## config.mk

```make
export PLATFORM = sky130hd
export DESIGN_NAME = clock_page_replacement_core
export DESIGN_NICKNAME = d
export VERILOG_FILES = /design/src/design/cpr_pkg.sv /design/src/design/cpr_cell.sv /design/src/design/clock_page_replacement_core.sv
export VERILOG_INCLUDE_DIRS = /design/src /design/src/design
export SDC_FILE = /design/constraint.sdc
export NUM_CORES = 1
export LEC_CHECK = 0
export BUFFER_PORTS_ARGS = -buffer_cell sky130_fd_sc_hd__buf_2
export CAP_MARGIN = 20
export CELL_PAD_IN_SITES_DETAIL_PLACEMENT = 1
export CELL_PAD_IN_SITES_GLOBAL_PLACEMENT = 2
export CORE_MARGIN = 1.5
export CORE_UTILIZATION = 45
export CTS_CLUSTER_DIAMETER = 120
export DETAILED_ROUTE_END_ITERATION = 10
export GPL_ROUTABILITY_DRIVEN = 0
export HOLD_SLACK_MARGIN = 0.08
export PLACE_DENSITY = 0.85
export RECOVER_POWER = 100
export SYNTH_ARGS = -nofsm -noshare
export SYNTH_HDL_FRONTEND = slang
export SYNTH_SLANG_ARGS = --single-unit
```

## constraint.sdc

```tcl
create_clock -name clk -period 4.8 [get_ports clk]
set_input_delay 0.72 -clock clk [delete_from_list [all_inputs] [get_ports clk]]
set_output_delay 0.72 -clock clk [all_outputs]
set_load 0.01 [all_outputs]
```

## src/design/assert_macros.svh

```systemverilog
// Assertion macros used by the top-level design file.
`ifndef ASSERT_MACROS_SVH
`define ASSERT_MACROS_SVH

// Check cond at every rising clock edge outside reset.
`define ASSERT_ALWAYS(lbl, clk, rst_n, cond, msg) \
  lbl: assert property (@(posedge clk) disable iff (!rst_n) (cond)) else $error(msg);

// Check that cons holds in the cycle after ante.
`define ASSERT_NEXT(lbl, clk, rst_n, ante, cons, msg) \
  lbl: assert property (@(posedge clk) disable iff (!rst_n) (ante) |=> (cons)) else $error(msg);

`endif

```

## src/design/cpr_pkg.sv

```systemverilog
// Types and constants of the clock page replacement core.
package cpr_pkg;

  localparam int CFG_W      = 5;
  localparam int PAGE_IN_W  = 20;
  localparam int SLOT_OUT_W = 4;
  localparam logic [CFG_W-1:0] CFG_RESET = 5'd16;

  typedef enum logic [1:0] {
    ST_IDLE,
    ST_DECIDE,
    ST_SWEEP,
    ST_EMIT
  } state_t;

  typedef struct packed {
    logic look;
    logic wr;
    logic set_ref;
    logic step;
    logic load_tok;
    logic clr_tok;
  } ctl_t;

  typedef struct packed {
    logic match;
    logic refb;
    logic tok;
  } cell_st_t;

endpackage

```

## src/design/cpr_cell.sv

```systemverilog
// One frame cell: resident page, reference bit, lookup match and sweep token.
module cpr_cell import cpr_pkg::*; #(
  parameter int PAGE_BITS = 20
) (
  input  logic                 clk,
  input  logic                 rst_n,
  input  ctl_t                 ctl,
  input  logic                 sel,
  input  logic                 filled,
  input  logic [PAGE_BITS-1:0] page_in,
  input  logic                 tok_in,
  output cell_st_t             st,
  output logic [PAGE_BITS-1:0] page
);

  logic [PAGE_BITS-1:0] page_r;
  logic                 ref_r, ref_nxt;
  logic                 tok_r, tok_nxt;
  logic                 match_r, match_nxt;

  always_comb begin
    ref_nxt = ref_r;
    if ((ctl.wr || ctl.set_ref) && sel) begin
      ref_nxt = 1'b1;
    end else if (ctl.step && tok_r) begin
      ref_nxt = 1'b0;
    end
    tok_nxt = tok_r;
    if (ctl.load_tok) begin
      tok_nxt = sel;
    end else if (ctl.clr_tok) begin
      tok_nxt = 1'b0;
    end else if (ctl.step) begin
      tok_nxt = tok_in;
    end
    match_nxt = match_r;
    if (ctl.look) begin
      match_nxt = filled && (page_r == page_in);
    end
  end

  always_ff @(posedge clk) begin
    if (!rst_n) begin
      ref_r   <= 1'b0;
      tok_r   <= 1'b0;
      match_r <= 1'b0;
    end else begin
      ref_r   <= ref_nxt;
      tok_r   <= tok_nxt;
      match_r <= match_nxt;
    end
  end

  always_ff @(posedge clk) begin
    if (ctl.wr && sel) begin
      page_r <= page_in;
    end
  end

  assign st.match = match_r;
  assign st.refb  = ref_r;
  assign st.tok   = tok_r;
  assign page     = page_r;

endmodule

```

## src/design/clock_page_replacement_core.sv

```systemverilog
// Top level of the clock (second-chance) page replacement core.
// One page access per input beat, one result beat per access. The page is
// compared against every filled frame cell at the accepting edge; the next
// cycle picks the lowest match, a free frame, or starts the clock sweep. A
// hit or a fill passes from acceptance through DECIDE and EMIT back to IDLE;
// a replacement adds the SWEEP state, where a one-hot token walks the chain
// of managed cells one frame per cycle, clearing reference bits, until it
// reaches a frame whose reference bit is clear. The result waits in an
// output register; the next access is taken once the current one has been
// handed to it.
`include "assert_macros.svh"

module clock_page_replacement_core import cpr_pkg::*; #(
  parameter int NUM_FRAMES = 16,
  parameter int PAGE_BITS  = 20
) (
  input  logic                  clk,
  input  logic                  rst_n,
  input  logic                  cfg_we,
  input  logic [CFG_W-1:0]      cfg_wdata,
  input  logic                  in_valid,
  output logic                  in_ready,
  input  logic [PAGE_IN_W-1:0]  in_page_number,
  output logic                  out_valid,
  input  logic                  out_ready,
  output logic                  out_hit,
  output logic                  out_evicted,
  output logic [PAGE_IN_W-1:0]  out_evicted_page,
  output logic [SLOT_OUT_W-1:0] out_frame_slot
);

  localparam int IW = (NUM_FRAMES > 1) ? $clog2(NUM_FRAMES) : 1;
  localparam int FW = $clog2(NUM_FRAMES + 1);

  logic [CFG_W-1:0]           frames_r;
  logic [FW-1:0]              m_eff;
  logic [IW-1:0]              m_last;
  state_t                     state_r, state_nxt;
  logic [FW-1:0]              filled_r, filled_nxt;
  logic [IW-1:0]              hand_r, hand_nxt, hand_inc, hand_start;
  logic [PAGE_BITS-1:0]       page_r, page_nxt;
  logic [PAGE_BITS+PAGE_IN_W-1:0] pg_ext;
  logic [PAGE_BITS-1:0]       pg_in;
  ctl_t                       ctl;
  logic [IW-1:0]              cmd_idx;
  logic [PAGE_BITS-1:0]       cell_page_in;
  cell_st_t                   cell_st [NUM_FRAMES];
  logic [PAGE_BITS-1:0]       cell_page [NUM_FRAMES];
  logic [NUM_FRAMES-1:0]      match_vec, ref_vec, tok_vec, pass_vec, tok_in_vec;
  logic [NUM_FRAMES-1:0]      sel_vec, fill_vec;
  logic                       first_hit;
  logic [IW-1:0]              first_slot;
  logic                       stop;
  logic [PAGE_BITS-1:0]       evict_page;
  logic                       res_hit_r, res_hit_nxt;
  logic                       res_ev_r, res_ev_nxt;
  logic [PAGE_BITS-1:0]       res_epage_r, res_epage_nxt;
  logic [IW-1:0]              res_slot_r, res_slot_nxt;
  logic                       out_load;
  logic                       out_valid_r;
  logic                       out_hit_r, out_ev_r;
  logic [PAGE_IN_W-1:0]       out_epage_r;
  logic [SLOT_OUT_W-1:0]      out_slot_r;
  logic [PAGE_BITS+PAGE_IN_W-1:0] epage_ext;
  logic [IW+SLOT_OUT_W-1:0]   slot_ext;

  always_ff @(posedge clk) begin
    if (!rst_n) begin
      frames_r <= CFG_RESET;
    end else if (cfg_we) begin
      frames_r <= cfg_wdata;
    end
  end

  always_comb begin
    if (frames_r == '0) begin
      m_eff = FW'(1);
    end else if (32'(frames_r) > 32'(NUM_FRAMES)) begin
      m_eff = FW'(NUM_FRAMES);
    end else begin
      m_eff = FW'(frames_r);
    end
  end

  assign m_last     = IW'(m_eff - FW'(1));
  assign hand_inc   = ((FW'(hand_r) + FW'(1)) == m_eff) ? '0 : IW'(hand_r + IW'(1));
  assign hand_start = (FW'(hand_r) >= m_eff) ? '0 : hand_r;

  assign pg_ext = {{PAGE_BITS{1'b0}}, in_page_number};
  assign pg_in  = pg_ext[PAGE_BITS-1:0];
  assign cell_page_in = ctl.look ? pg_in : page_r;

  for (genvar i = 0; i < NUM_FRAMES; i++) begin : g_cell
    assign sel_vec[i]   = (cmd_idx == IW'(i));
    assign fill_vec[i]  = (FW'(i) < filled_r);
    assign match_vec[i] = cell_st[i].match;
    assign ref_vec[i]   = cell_st[i].refb;
    assign tok_vec[i]   = cell_st[i].tok;
    assign pass_vec[i]  = cell_st[i].tok && cell_st[i].refb;
    if (i == 0) begin : g_head
      assign tok_in_vec[i] = pass_vec[m_last];
    end else begin : g_body
      assign tok_in_vec[i] = pass_vec[i-1] && (IW'(i-1) != m_last);
    end

    cpr_cell #(
      .PAGE_BITS (PAGE_BITS)
    ) u_cell (
      .clk     (clk),
      .rst_n   (rst_n),
      .ctl     (ctl),
      .sel     (sel_vec[i]),
      .filled  (fill_vec[i]),
      .page_in (cell_page_in),
      .tok_in  (tok_in_vec[i]),
      .st      (cell_st[i]),
      .page    (cell_page[i])
    );
  end

  always_comb begin
    first_hit  = 1'b0;
    first_slot = '0;
    evict_page = '0;
    for (int i = NUM_FRAMES - 1; i >= 0; i--) begin
      if (match_vec[i]) begin
        first_hit  = 1'b1;
        first_slot = IW'(i);
      end
    end
    for (int i = 0; i < NUM_FRAMES; i++) begin
      evict_page = evict_page | (cell_page[i] & {PAGE_BITS{tok_vec[i]}});
    end
  end

  assign stop     = |(tok_vec & ~ref_vec);
  assign in_ready = (state_r == ST_IDLE);

  always_comb begin
    state_nxt     = state_r;
    filled_nxt    = filled_r;
    hand_nxt      = hand_r;
    page_nxt      = page_r;
    res_hit_nxt   = res_hit_r;
    res_ev_nxt    = res_ev_r;
    res_epage_nxt = res_epage_r;
    res_slot_nxt  = res_slot_r;
    ctl           = '0;
    cmd_idx       = hand_r;
    out_load      = 1'b0;
    case (state_r)
      ST_IDLE: begin
        if (in_valid) begin
          ctl.look  = 1'b1;
          page_nxt  = pg_in;
          state_nxt = ST_DECIDE;
        end
      end
      ST_DECIDE: begin
        res_hit_nxt   = 1'b0;
        res_ev_nxt    = 1'b0;
        res_epage_nxt = '0;
        if (first_hit) begin
          ctl.set_ref  = 1'b1;
          cmd_idx      = first_slot;
          res_hit_nxt  = 1'b1;
          res_slot_nxt = first_slot;
          state_nxt    = ST_EMIT;
        end else if (filled_r < m_eff) begin
          ctl.wr       = 1'b1;
          cmd_idx      = IW'(filled_r);
          res_slot_nxt = IW'(filled_r);
          filled_nxt   = FW'(filled_r + FW'(1));
          state_nxt    = ST_EMIT;
        end else begin
          ctl.load_tok = 1'b1;
          cmd_idx      = hand_start;
          hand_nxt     = hand_start;
          state_nxt    = ST_SWEEP;
        end
      end
      ST_SWEEP: begin
        hand_nxt = hand_inc;
        if (stop) begin
          ctl.wr        = 1'b1;
          ctl.clr_tok   = 1'b1;
          res_ev_nxt    = 1'b1;
          res_epage_nxt = evict_page;
          res_slot_nxt  = hand_r;
          state_nxt     = ST_EMIT;
        end else begin
          ctl.step = 1'b1;
        end
      end
      ST_EMIT: begin
        if (!out_valid_r || out_ready) begin
          out_load  = 1'b1;
          state_nxt = ST_IDLE;
        end
      end
      default: begin
        state_nxt = ST_IDLE;
      end
    endcase
  end

  always_ff @(posedge clk) begin
    if (!rst_n) begin
      state_r     <= ST_IDLE;
      filled_r    <= '0;
      hand_r      <= '0;
      out_valid_r <= 1'b0;
    end else begin
      state_r  <= state_nxt;
      filled_r <= filled_nxt;
      hand_r   <= hand_nxt;
      if (out_load) begin
        out_valid_r <= 1'b1;
      end else if (out_ready) begin
        out_valid_r <= 1'b0;
      end
    end
  end

  assign epage_ext = {{PAGE_IN_W{1'b0}}, res_epage_r};
  assign slot_ext  = {{SLOT_OUT_W{1'b0}}, res_slot_r};

  always_ff @(posedge clk) begin
    page_r      <= page_nxt;
    res_hit_r   <= res_hit_nxt;
    res_ev_r    <= res_ev_nxt;
    res_epage_r <= res_epage_nxt;
    res_slot_r  <= res_slot_nxt;
    if (out_load) begin
      out_hit_r   <= res_hit_r;
      out_ev_r    <= res_ev_r;
      out_epage_r <= epage_ext[PAGE_IN_W-1:0];
      out_slot_r  <= slot_ext[SLOT_OUT_W-1:0];
    end
  end

  assign out_valid        = out_valid_r;
  assign out_hit          = out_hit_r;
  assign out_evicted      = out_ev_r;
  assign out_evicted_page = out_epage_r;
  assign out_frame_slot   = out_slot_r;

  `ASSERT_ALWAYS(a_tok_onehot0, clk, rst_n, $onehot0(tok_vec), "more than one sweep token")
  `ASSERT_ALWAYS(a_tok_in_sweep, clk, rst_n, (state_r != ST_SWEEP) || $onehot(tok_vec), "sweep without exactly one token")
  `ASSERT_ALWAYS(a_hand_range, clk, rst_n, (state_r != ST_SWEEP) || (FW'(hand_r) < m_eff), "hand outside managed frames during sweep")
  `ASSERT_ALWAYS(a_filled_bound, clk, rst_n, filled_r <= FW'(NUM_FRAMES), "filled count beyond table depth")
  `ASSERT_NEXT(a_accept_decide, clk, rst_n, in_valid && in_ready, state_r == ST_DECIDE, "accepted beat not followed by decide")

endmodule
```

==> results.txt, run 1 <==
Adding up every negative setup slack in the final design gives 0 ns. Highest attainable clock frequency: 230 MHz. The Yosys step of the flow raised 0 warnings.

STA classifies the critical path endpoint as a register. The tools report the overall overflow remaining after global route as 0. The launching point of the worst reg2reg path is state_r[0].

The checks that failed: max-capacitance violations, max-slew violations. The region available for standard cell placement spans 47700 sq um. Entering global routing, the biggest net connects 46 pins.

Hold timing on the final database bottoms out at a slack of 0.338 ns. STA puts the critical path data required time at 5.32 ns. A synthesized cell averages 13.2 sq um.

The number of hold buffers added after CTS was 0. The run gives 0.62 ns as the clock network latency to the later pin of the worst-skew pair. No sink is reached through more buffers than the 3 on the longest clock path.

The fraction of layout cells with a size suffix above 1 is 10.0%, and the worst reg-to-reg path cell count is 12. The final cycle utilization of the critical path was 90.5%. The most frequently used flop master after synthesis was sky130_fd_sc_hd__edfxtp_1. The root buffer cell chosen for the clock tree is sky130_fd_sc_hd__clkbuf_16. The tools report the post-synthesis instance area as 21800 sq um. The pre-antenna-repair detailed-routing pass consisted of 6 iterations.

In this run the register-to-register setup slack is 0.46 ns. For this run, design rule violations remaining after detail routing come to 0. The tools report the number of hold violations in the final report as 0.

After Yosys synthesis, and, or, nand and nor cells account for 8.54% of the synthesized area. The number of cells traversed by the worst hold path was 1; the die outline height was 223 um. The number of enable flip-flop cells after synthesis is 392, and the port buffer count is 57. The run finished, with violations left. The number of global-route vias before repair was 16200; the shortest clock period the worst path allows after layout was 4.34 ns. The total global routing track utilization is 34.3%, and the average via count per standard cell is 6.82. The category of the most critical setup path was reg -> reg. The static leakage was 7.75 nW; the final count of pins violating max slew was 74. TritonCTS built the clock tree. Peak fanout along the critical path: 14. The run gives 50 as the total CTS buffers. The worst register-to-register path ends at g_cell[0].u_cell.match_r. The filler cell count is 4747, and the overall power consumption is 0.0120 W.

The number of nets in the synthesized netlist is 1700. The detailed placement HPWL is 59800 um, and the proportion of synthesized chip area in sequential cells is 60.0%. The detail route stage leaves a number of antenna-violating nets equal to 0. The run gives 1810 as the net count reported at finish. STA classifies the critical path startpoint as a register. Counting flops and latches in the post-synthesis netlist gives 457. The largest family of logic cells by synthesized area is XOR/XNOR gates.

After synthesis, the share of cell area in mux cells is 2.40%. Summing the areas of all xor and xnor instances in the mapped netlist gives 13.2% of the synthesized area. The number of max-capacitance violations reported was 3; the distinct cell type count of the synthesized netlist was 74.

In this run the most critical hold path is launched from in_page_number[6]. In this run, the number of DRC markers left after iteration 0 of detailed routing was 2481. The number of setup buffers added after CTS is 0.

Clock-pin slew was measured on the worst setup and hold paths at 0.06 ns. 58 I/O pins were placed. The path with the worst hold slack has its endpoint at page_r[6]. Detailed routing inserted a total of 16500 vias. The run gives 5 as the initial antenna violation count. Setup violations remaining at the end of the flow were counted as 0. For the final database, setup skew stands at 0.0357 ns.

The total wirelength of the detailed-routed design is 86200 um. The relative area change from synthesis to final layout was 12.4%. The first global-routing pass estimated 121000 um of wire.

Summing the areas of all compound-gate instances in the mapped netlist gives 12.3% of the synthesized area. Dividing total power by cell area gives a power density of 489 nW/um^2. The floorplan has 80 rows. Setup repair after global routing left no endpoint under its margin.

Data arrives at the worst endpoint at 4.86 ns. Dividing the detail-routed wire length by the instance count gives 35.6 um. Type of the worst min-delay path: in -> reg. In this run, post-CTS repair resized a total of 0 instances.

The synthesized netlist devotes 1.03% of its cell area to adder and majority cells. The clock tree synthesis step divided the H-tree into 2 levels. The tools report the worst slew margin relative to its limit as -113%. The count of clock tree sinks is 457, and the area enclosed by the die boundary is 49800 sq um. Counting every instance in the synthesized netlist gives 1652.

The floorplan step set the die width to 223 um. The transition time of the tightest slew-check pin was 3.19 ns; the maximum resistive drop on vdd was 307 uV. The async set or reset register ratio after synthesis came out at 0%. The initial utilization of the core area, before any placement, comes to 45.6%.
==> cell usage after synthesis (all sizes together) (7+ instances only) <==
library cell / instances / area share, %
buf: 26 / 0.73
xor2: 139 / 5.6
a21oi: 46 / 1.1
mux2i: 27 / 2.1
nand3: 14 / 0.34
nand2b: 21 / 0.60
a22o: 60 / 2.4
nor4: 56 / 1.7
inv: 43 / 0.75
xnor2: 189 / 7.6
and3: 22 / 0.63
ha: 18 / 1.0
nand2: 79 / 1.4
o21ai: 15 / 0.36
clkbuf: 62 / 1.1
nand4: 47 / 1.3
a31oi: 26 / 0.75
nor2: 55 / 0.95
nor3: 10 / 0.30
a22oi: 52 / 1.8
edfxtp: 392 / 54
dfxtp: 65 / 6.0
a32o: 21 / 0.96
o2bb2ai: 7 / 0.28
or4: 15 / 0.55
a221oi: 61 / 2.5
==> metal layers <==
layer / vias up / wire, um / global-route usage [%]
met5: - / 66 / 0.196
met4: 10 / 5320 / 18.3
met3: 297 / 11600 / 9.82
met2: 1330 / 37500 / 52.1
met1: 8274 / 31700 / 44.7
li1: 6589 / - / -
==> layout make-up <==
class                           count  area (sq um)  share of cell area (%)
Sequential cell                   457         13100                    53.4
Multi-Input combinational cell   1063          8050                    32.9
Clock buffer                       66          1360                    5.56
Timing Repair Buffer              146           797                    3.25
Tap cell                          615           769                    3.14
Clock inverter                     26           264                    1.08
Inverter                           44           166                   0.680
Antenna cell                        2          5.00                  0.0204
==> logic make-up after synthesis <==
family          after synthesis
fa+ha+maj                    18
simple gates                343
compound gates              344
flops                       457
mux                          30
xor+xnor                    328
buf+inv                     132
==> cells in the final DEF (no fill, tap or decap), types with 6 or more instances in the layout <==
cell type / n
sky130_fd_sc_hd__a21o_1: 6
sky130_fd_sc_hd__clkinv_2: 7
sky130_fd_sc_hd__a22oi_1: 52
sky130_fd_sc_hd__ha_1: 18
sky130_fd_sc_hd__o21ai_0: 14
sky130_fd_sc_hd__o2bb2ai_1: 7
sky130_fd_sc_hd__clkbuf_16: 51
sky130_fd_sc_hd__nand4_1: 47
sky130_fd_sc_hd__nor2_1: 44
sky130_fd_sc_hd__edfxtp_1: 392
sky130_fd_sc_hd__a31oi_1: 26
sky130_fd_sc_hd__dfxtp_1: 65
sky130_fd_sc_hd__a22o_1: 60
sky130_fd_sc_hd__nor3_1: 7
sky130_fd_sc_hd__buf_2: 8
sky130_fd_sc_hd__clkbuf_1: 83
sky130_fd_sc_hd__nand3_1: 14
sky130_fd_sc_hd__a221oi_1: 61
sky130_fd_sc_hd__clkbuf_2: 15
sky130_fd_sc_hd__xor2_1: 139
sky130_fd_sc_hd__a32o_1: 21
sky130_fd_sc_hd__nand2_1: 79
sky130_fd_sc_hd__clkinv_1: 12
sky130_fd_sc_hd__nand2b_1: 21
sky130_fd_sc_hd__mux2i_1: 20
sky130_fd_sc_hd__a21oi_1: 46
sky130_fd_sc_hd__or4_1: 14
sky130_fd_sc_hd__xnor2_1: 189
sky130_fd_sc_hd__buf_4: 50
sky130_fd_sc_hd__nor2_2: 11
sky130_fd_sc_hd__inv_1: 42
sky130_fd_sc_hd__nor4_1: 55
sky130_fd_sc_hd__o2111ai_1: 6
sky130_fd_sc_hd__and3_1: 22
==> sequential cells by signal, summed over array words and instances (netlist names) <==
register,cells
filled_r,5
frames_r,5
g_cell.u_cell.match_r,16
g_cell.u_cell.page,320
g_cell.u_cell.ref_r,16
g_cell.u_cell.tok_r,16
hand_r,4
out_evicted,1
out_evicted_page,20
out_frame_slot,4
out_hit,1
out_valid,1
page_r,20
res_epage_r,20
res_ev_r,1
res_hit_r,1
res_slot_r,4
state_r,2
==> power by group <==
part	total (W)	leakage, nW	switching (W)	internal, W
Clock	0.00391	0.798	0.00164	0.00226
Sequential	0.00505	4.08	0.000143	0.00490
Combinational	0.00303	2.87	0.00220	0.000825
==> through the flow <==
stage	util, %	std cells	setup slack [ns]	cell area [sq um]
after floorplan	-	1652	1.16	21800
after global placement	48.6	2325	1.12	23200
after detailed placement	48.6	2325	0.927	23200
after CTS	52.0	2417	0.890	24800
after global routing	51.3	2417	0.361	24500
final	51.3	2419	0.457	24500
==> worst max-delay path by stage <==
stage | start | endpoint | slack, ns | depth (start not counted)
2_1_floorplan | frames_r[4] | g_cell[1].u_cell.page[0] | 1.16 | 9
3_3_place_gp | in_valid | g_cell[12].u_cell.match_r | 1.12 | 9
3_5_place_dp | frames_r[4] | g_cell[4].u_cell.page[16] | 0.93 | 10
4_1_cts | frames_r[4] | g_cell[0].u_cell.page[19] | 0.89 | 10
5_1_grt | frames_r[4] | g_cell[1].u_cell.page[19] | 0.36 | 10
6_report | state_r[0] | g_cell[0].u_cell.match_r | 0.46 | 12
==> worst max-delay path, stage by stage (launching register included) <==
cell,delay [ns]
sky130_fd_sc_hd__dfxtp_1,0.35
sky130_fd_sc_hd__inv_1,0.13
sky130_fd_sc_hd__ha_1,0.27
sky130_fd_sc_hd__nand2_1,0.13
sky130_fd_sc_hd__clkinvlp_2,0.17
sky130_fd_sc_hd__buf_4,0.29
sky130_fd_sc_hd__clkbuf_1,0.39
sky130_fd_sc_hd__mux2i_2,0.27
sky130_fd_sc_hd__clkbuf_1,0.82
sky130_fd_sc_hd__xor2_1,0.32
sky130_fd_sc_hd__nand4_1,0.29
sky130_fd_sc_hd__or4_1,0.66
sky130_fd_sc_hd__a21oi_1,0.17
No activity file was read; power rests on OpenSTA's default activity.
==> run 2, diff against run 1 <==
- PLACE_DENSITY: 0.85 -> 0.86
- SYNTH_HIERARCHICAL: unset -> 1
==> results.txt, run 2 <==
For the filler cell count, the log shows 4933 (+3.9%). The chip width was 225 um (+0.75%). The relative area change from synthesis to final layout was 11.5%; the total wirelength of the detailed-routed design was 72600 um (-16%). The share of Yosys cell area claimed by the top area cell type came out at 53.2% (-0.82 points). Most used standard cell by instance count after synthesis: sky130_fd_sc_hd__edfxtp_1. The detailed placement HPWL was 47500 um (-21%). The tools report the highest attainable clock frequency as 219 MHz (-4.8%).

The commonest non-fill, non-tap cell in the layout is sky130_fd_sc_hd__edfxtp_1. TritonCTS built the clock tree. The number of register bits inferred by synthesis was 457 (unchanged); the core outline area was 48700 sq um (+2.1%). The critical path startpoint category is a register.

The total global routing track utilization is 28.9% (-5.5 points), and the area used by sequential logic in the layout is 13100 sq um (about the same). The number of hold violations in the final report is 0 (unchanged). The cell type with the largest total area after synthesis was sky130_fd_sc_hd__edfxtp_1. The tightest min-delay check is of the in -> reg type. The tools report the distinct cell type count of the synthesized netlist as 64 (-14%). The total negative slack is 0 ns (unchanged). The root buffer cell is sky130_fd_sc_hd__clkbuf_16.

For the setup clock skew after layout, the log shows 0.0326 ns (-0.00313 ns). The critical path arrival was 4.78 ns (-0.08 ns). The flow ran to the end, but the final reports show violations. Number of warnings issued by yosys: 6 (+6). The tools report the post-synthesis instance total as 1728 (+4.6%).

The worst setup path is captured at a register. I/O pin count: 58 (unchanged). The tools report the area enclosed by the die boundary as 50500 sq um (+1.5%). For the number of placed instances with taps included, the log shows 2405 (+3.4%). The post-synthesis instance area was 22100 sq um (+1.5%); the part of the total power dissipated in combinational logic was 25.5% (+0.2 points). The static leakage was 7.83 nW (+1.1%). The checks that failed: max-capacitance violations, max-slew violations. The port buffer count was 57 (unchanged); the overall overflow remaining after global route was 0 (unchanged). The net count reported at finish was 1842 (+1.8%); the final cycle utilization of the critical path was 95.0% (+4.6 points). The number of detailed-route iterations in the first pass came out at 6 (unchanged). The number of enable flip-flop cells after synthesis was 392 (unchanged). The logs give 1457 (-41%) for the DRC violation total after the first TritonRoute iteration and 0 (unchanged) for the post-CTS setup buffer count.

The run gives 2 (-1) as the number of max-capacitance violations reported. The run gives 16000 (-1.4%) as the number of global-route vias before repair. The flip-flop count of the largest register, all copies and words added was 320 (unchanged).

The initial antenna violation count was 2 (-3); the async set or reset register ratio after synthesis was 0% (unchanged). The routed length per placed instance works out to 29.1 um (-18%). By count the netlist is led by sky130_fd_sc_hd__edfxtp_1 (392), sky130_fd_sc_hd__xnor2_1 (195), sky130_fd_sc_hd__xor2_1 (130), sky130_fd_sc_hd__a22oi_1 (110), sky130_fd_sc_hd__nand2_1 (88). For the final-report setup violation count, the log shows 0 (unchanged). The cell type group with the largest total delay on the critical path is simple AND/OR/NAND/NOR gates. The utilization after layout was 50.6% (-0.68 points); the switching component of the power was 0.00395 W (-1.0%).

The run gives -72.0% (+41 points) as the worst slew margin relative to its limit. The category of the most critical setup path is reg -> reg. The average via count per standard cell is 6.20 (-9.2%), and the required arrival time at the worst endpoint is 5.02 ns (-0.30 ns). Setup repair after global routing left no endpoint under its margin.

The signal on the critical path passes through nor3_1 -> o21ai_1 -> inv_1 -> ha_1 -> nand2b_1 -> a2111o_1 -> a31oi_1 -> nand2_1 -> a31o_2 -> nor4_1 -> and2_0 -> buf_2. The power density over the cells was 493 nW/um^2 (+0.68%); the number of gates resized after CTS was 0 (unchanged). The buffering stage count on the worst path with inverters included came out at 2 (-3). The most frequently used flop master after synthesis is sky130_fd_sc_hd__edfxtp_1. For the multi-input combinational cell area, the log shows 8390 sq um (+4.2%). Sorting the synthesized cells by area gives the leading types as sky130_fd_sc_hd__edfxtp_1 (53%), sky130_fd_sc_hd__xnor2_1 (7.7%), sky130_fd_sc_hd__dfxtp_1 (5.9%). For the total CTS buffers, the log shows 49 (-2.0%). The placement row count is 81 (+1.3%), and the shortest clock period the worst path allows after layout is 4.56 ns (+0.219 ns).

The run gives 0.00821 W (+2.6%) as the cell-internal power. The number of DRC violations after detailed routing is 0 (unchanged). The library cells used most frequently in the layout, excluding fill and tap cells, are sky130_fd_sc_hd__edfxtp_1 (392), sky130_fd_sc_hd__xnor2_1 (195), sky130_fd_sc_hd__xor2_1 (130), sky130_fd_sc_hd__a22oi_1 (110), sky130_fd_sc_hd__nand2_1 (88). The number of H-tree levels is 2 (unchanged). The number of nets produced by synthesis was 1776 (+4.5%); the switching power as a share of total power was 32.5% (-0.81 points). The fraction of layout cells with a size suffix above 1 was 8.52% (-1.5 points).

The transition time of the tightest slew-check pin was 2.58 ns (-0.608 ns); the antenna diode count was 0 (-2). The final count of pins violating max slew came out at 62 (-16%). Longest individual stage delay on the worst path: 0.83 ns (about the same).

The proportion of synthesized chip area in sequential cells was 59.1% (-0.91 points); the count of clock tree sinks was 457 (unchanged). The total via count after detailed routing is 15500 (-6.3%). The number of antenna-violating nets in the routed design was 0 (unchanged); the worst-case clock buffer depth was 3 (unchanged).

Proportion of power drawn by the clock network: 32.0% (-0.6 points). The die outline height was 225 um (+0.75%); the number of hold buffers added after CTS was 0 (unchanged). The count of non-filler cells in the finished layout is 2495 (+3.1%), and the maximum resistive drop on vdd is 302 uV (-1.6%). The clock-pin slew of the registers on the worst-case setup and hold paths was 0.07 ns (about the same); the portion of total power attributed to sequential cells was 42.5% (+0.4 points). The average footprint of a synthesized cell was 12.8 sq um (-2.9%).

The peak fanout along the critical path is 20 (+6), and the maximum number of pins on one net before global-route repair is 57 (+24%). The slowest stage of the critical path belongs to the cell sky130_fd_sc_hd__nor4_1. For the clock network latency to the later pin of the worst-skew pair, the log shows 0.62 ns (about the same).

The effective utilization at floorplan came out at 45.4% (-0.25 points). The global-route wire length before repair came out at 107000 um (-11%).
run 2: cell types whose count changed in the layout (fill, tap and decap cells not counted), moves of 19 or more:
cell	change
sky130_fd_sc_hd__a221oi_1	-34
sky130_fd_sc_hd__a22o_1	-32
sky130_fd_sc_hd__and3_1	-19
sky130_fd_sc_hd__o21a_1	+22
sky130_fd_sc_hd__clkbuf_1	-24
sky130_fd_sc_hd__nand4_1	+19
sky130_fd_sc_hd__inv_1	-20
sky130_fd_sc_hd__o21ai_0	+31
sky130_fd_sc_hd__a22oi_1	+58
sky130_fd_sc_hd__nor2b_1	+20
sky130_fd_sc_hd__a32o_1	-21
sky130_fd_sc_hd__nand3_1	+32
run 2: routing by layer:
layer  GRT usage [%]  wire (um)  part of all wire, %
met1            39.1      30100                   42
met5               0          0                    0
met3            4.79       5980                  8.2
met4            10.7       2350                  3.2
met2            46.7      34100                   47
run 2: power by group through the flow:
stage	sequential (W)	clock, W	combinational (W)
2_1_floorplan	0.00516	0	0.00204
3_3_place_gp	0.00522	0	0.00299
3_5_place_dp	0.00523	0	0.00310
4_1_cts	0.00515	0.00393	0.00314
5_1_grt	0.00519	0.00404	0.00331
6_report	0.00516	0.00388	0.00310
run 2: through the flow:
| step | setup slack [ns] | total power, W | instance area (sq um) | hold slack, ns |
|---|---|---|---|---|
| 2_1_floorplan | 0.830 | 0.00720 | 22100 | 0.400 |
| 3_3_place_gp | 0.621 | 0.00820 | 23100 | 0.405 |
| 3_5_place_dp | 0.445 | 0.00833 | 23200 | 0.405 |
| 4_1_cts | 0.427 | 0.0122 | 24800 | 0.267 |
| 5_1_grt | 0.0907 | 0.0125 | 24700 | 0.284 |
| 6_report | 0.238 | 0.0122 | 24700 | 0.290 |
run 2: final timing paths:
path / startpoint / to / slack (ns) / depth (start not counted)
setup reg to reg: frames_r[2] / g_cell[13].u_cell/page[18] / 0.24 / 12
setup / recovery: frames_r[2] / g_cell[13].u_cell/page[18] / 0.24 / 12
hold / removal: in_page_number[11] / page_r[11] / 0.29 / 1
hold reg to reg: res_epage_r[5] / out_evicted_page[5] / 0.42 / 0
run 2: logic make-up after synthesis:
logic type      after synthesis  synth area share (%)
compound gates              340                  11.1
buf+inv                     122                  2.95
simple gates                422                  10.8
flops                       457                  59.1
mux                          43                  2.12
fa+ha+maj                    18                  1.02
xor+xnor                    326                  13.0
run 2: worst register-to-register path, stage by stage, from the launching register on:
cell and delay [ns]:
sky130_fd_sc_hd__dfxtp_1 0.36, sky130_fd_sc_hd__nor3_1 0.29, sky130_fd_sc_hd__o21ai_1 0.12, sky130_fd_sc_hd__inv_1 0.13
sky130_fd_sc_hd__ha_1 0.26, sky130_fd_sc_hd__nand2b_1 0.15, sky130_fd_sc_hd__a2111o_1 0.47, sky130_fd_sc_hd__a31oi_1 0.28
sky130_fd_sc_hd__nand2_1 0.09, sky130_fd_sc_hd__a31o_2 0.35, sky130_fd_sc_hd__nor4_1 0.84, sky130_fd_sc_hd__and2_0 0.22
sky130_fd_sc_hd__buf_2 0.61
run 2: cell type report:
class / count / area share [%]
Sequential cell: 457 / 53.0
Multi-Input combinational cell: 1149 / 34.0
Clock buffer: 63 / 5.39
Tap cell: 664 / 3.37
Timing Repair Buffer: 114 / 2.65
Clock inverter: 25 / 1.23
Inverter: 23 / 0.360
==> run 3, diff against run 2 <==
- PLACE_DENSITY: 0.86 -> 0.8
- SLEW_MARGIN: unset -> 20
- clock period: 4.8 -> 4.85 ns (I/O delays scaled with it)
==> results.txt, run 3 (synthesis results as in run 2) <==
The area used by sequential logic in the layout is 13100 sq um (unchanged). The startpoint identified for the worst register-to-register timing path is frames_r[2]. The count of clock tree sinks was 457 (unchanged). The port buffer count is 57 (unchanged), and the shortest clock period the worst path allows after layout is 4.33 ns (-0.230 ns). The logs give 0.00392 W (-0.72%) for the switching component of the power and 0.0256 ns (-0.00698 ns) for the setup clock skew after layout. The post-CTS setup buffer count is 0 (unchanged), and the number of antenna-violating nets in the routed design is 0 (unchanged). Average via count per standard cell: 6.17 (-0.49%). The run gives 172 (+180%) as the final count of pins violating max slew. The total wirelength of the detailed-routed design was 73700 um (+1.6%). Leaving out fill and tap cells, the most frequent cells in the layout are sky130_fd_sc_hd__edfxtp_1 (392), sky130_fd_sc_hd__xnor2_1 (195), sky130_fd_sc_hd__xor2_1 (130), sky130_fd_sc_hd__a22oi_1 (110), sky130_fd_sc_hd__nand2_1 (88).

The tools report the number of DRC violations after detailed routing as 0 (unchanged). The worst hold path begins at in_page_number[4]. Setup repair after global routing left no endpoint under its margin.

The tools report the clock network latency to the later pin of the worst-skew pair as 0.62 ns (about the same). The maximum resistive drop on vdd was 335 uV (+11%); the routed length per placed instance was 29.5 um (+1.5%). For the worst slew margin relative to its limit, the log shows -50.8% (+21 points). The run gives 0 (unchanged) as the number of gates resized after CTS. The effective utilization at floorplan was 45.4% (unchanged). CTS placed an instance of sky130_fd_sc_hd__clkbuf_16 at the clock tree root. The total via count after detailed routing came out at 15400 (-0.37%).

For the cell area after layout, the log shows 24600 sq um (-0.42%). The category of the most critical setup path is reg -> reg. The tools report the required arrival time at the worst endpoint as 5.09 ns (+0.07 ns). Detailed placement HPWL: 48300 um (+1.7%). The transition time of the tightest slew-check pin was 2.26 ns (-0.322 ns). TritonCTS built the clock tree. The run finished, with violations left. For the number of placed instances with taps included, the log shows 2406 (+0.042%). The DRC violation total after the first TritonRoute iteration was 1636 (+12%). The I/O pin count came out at 58 (unchanged). The highest attainable clock frequency was 231 MHz (+5.3%); the multi-input combinational cell area was 8400 sq um (about the same).

The library cell used most frequently in the layout, excluding fill and tap cells, is sky130_fd_sc_hd__edfxtp_1. The global-route wire length before repair was 108000 um (+0.54%); the number of H-tree levels was 2 (unchanged). Tracing the worst setup path back leads to its startpoint at frames_r[2]. The switching power as a share of total power is 32.7% (+0.24 points), and the peak fanout along the critical path is 20 (unchanged). The initial antenna violation count is 4 (+2). The flip-flop count of the largest register, all copies and words added was 320 (unchanged); the critical path arrival was 4.57 ns (-0.21 ns). The run gives 3 (unchanged) as the worst-case clock buffer depth. The maximum number of pins on one net before global-route repair was 46 (-19%). The portion of total power attributed to sequential cells was 42.6% (about the same); the number of hold violations in the final report was 0 (unchanged).

Fraction of layout cells with a size suffix above 1: 7.74% (-0.78 points). The tightest min-delay check is of the in -> reg type. The utilization after layout was 50.4% (-0.21 points). The tools report the critical path startpoint category as a register. The power density over the cells is 487 nW/um^2 (-1.0%), and the final-report setup violation count is 0 (unchanged). The clock-pin slew of the registers on the worst-case setup and hold paths was 0.06 ns (about the same).

The total global routing track utilization is 29.5% (+0.63 points), and the number of hold buffers added after CTS is 0 (unchanged). STA classifies the critical path endpoint as a register. The checks that failed: max-capacitance violations, max-slew violations. Placement row count: 81 (unchanged). The count of non-filler cells in the finished layout is 2498 (+0.12%), and the part of the total power dissipated in combinational logic is 25.6% (about the same).

The area enclosed by the die boundary is 50500 sq um (unchanged), and the relative area change from synthesis to final layout is 11.0%. The chip width was 225 um (unchanged). The run gives 1842 (unchanged) as the net count reported at finish. The cell-internal power is 0.00806 W (-1.8%). The tools report the overall overflow remaining after global route as 0 (unchanged). Proportion of power drawn by the clock network: 31.8% (-0.2 points).

Number of detailed-route iterations in the first pass: 5 (-1). The tools report the total CTS buffers as 50 (+2.0%). The die outline height works out to 225 um (unchanged). The total negative slack was 0 ns (unchanged); the post-detailed-placement cell area was 23100 sq um (about the same).

The run gives 0 (unchanged) as the antenna diode count. The final cycle utilization of the critical path was 89.3% (-5.7 points); the core outline area was 48700 sq um (unchanged). The filler cell count was 4911 (-0.45%); the number of global-route vias before repair was 15700 (-1.9%). The logs give 7.78 nW (-0.63%) for the static leakage and 7 (+5) for the number of max-capacitance violations reported.
run 3: power groups by stage:
| stage | combinational [W] | sequential (W) | clock, W |
|---|---|---|---|
| 2_1_floorplan | 0.00202 | 0.00511 | 0 |
| 4_1_cts | 0.00314 | 0.00509 | 0.00383 |
| 6_report | 0.00307 | 0.00510 | 0.00380 |
| 3_3_place_gp | 0.00303 | 0.00515 | 0 |
| 3_5_place_dp | 0.00312 | 0.00516 | 0 |
| 5_1_grt | 0.00328 | 0.00513 | 0.00397 |
run 3: critical path, stage by stage (launching register included):
cell,delay (ns)
sky130_fd_sc_hd__dfxtp_1,0.45
sky130_fd_sc_hd__nor2b_1,0.28
sky130_fd_sc_hd__inv_1,0.13
sky130_fd_sc_hd__ha_1,0.20
sky130_fd_sc_hd__nor3_1,0.26
sky130_fd_sc_hd__o2111ai_1,0.36
sky130_fd_sc_hd__and2_0,0.32
sky130_fd_sc_hd__nor4_1,0.27
sky130_fd_sc_hd__a31o_1,0.43
sky130_fd_sc_hd__and4_1,0.41
sky130_fd_sc_hd__and2_1,0.17
sky130_fd_sc_hd__clkbuf_2,0.64
run 3: area by class of cell:
cell class,count,area share (%)
repair buffers,113,2.37
clock inverters,21,0.820
inverters,23,0.362
multi-input cells,1149,34.2
well taps,664,3.38
flip-flops and latches,457,53.2
clock buffers,71,5.67
run 3: path summary, 6_finish.rpt:
kind	end	slack (ns)	cells after the start
worst max-delay path	g_cell[0].u_cell/page[2]	0.52	11
worst min-delay path	page_r[4]	0.30	1
worst max register to register	g_cell[0].u_cell/page[2]	0.52	11
worst min register to register	out_evicted_page[19]	0.41	0
run 3: per-stage QoR:
stage          setup slack (ns)  power, W  hold slack (ns)
3_5_place_dp              0.450   0.00828            0.408
3_3_place_gp              0.703   0.00818            0.400
5_1_grt                   0.241    0.0124            0.289
2_1_floorplan             0.880   0.00713            0.400
4_1_cts                   0.431    0.0121            0.288
6_report                  0.518    0.0120            0.303
run 3: routing by layer:
layer | wire [um] | vias to the layer above | global-route usage (%)
met5 | 0 | - | 0
met1 | 31300 | 7917 | 41.2
li1 | - | 6701 | -
met3 | 6000 | 131 | 5.21
met2 | 33700 | 653 | 46.5
met4 | 2710 | 0 | 9.94
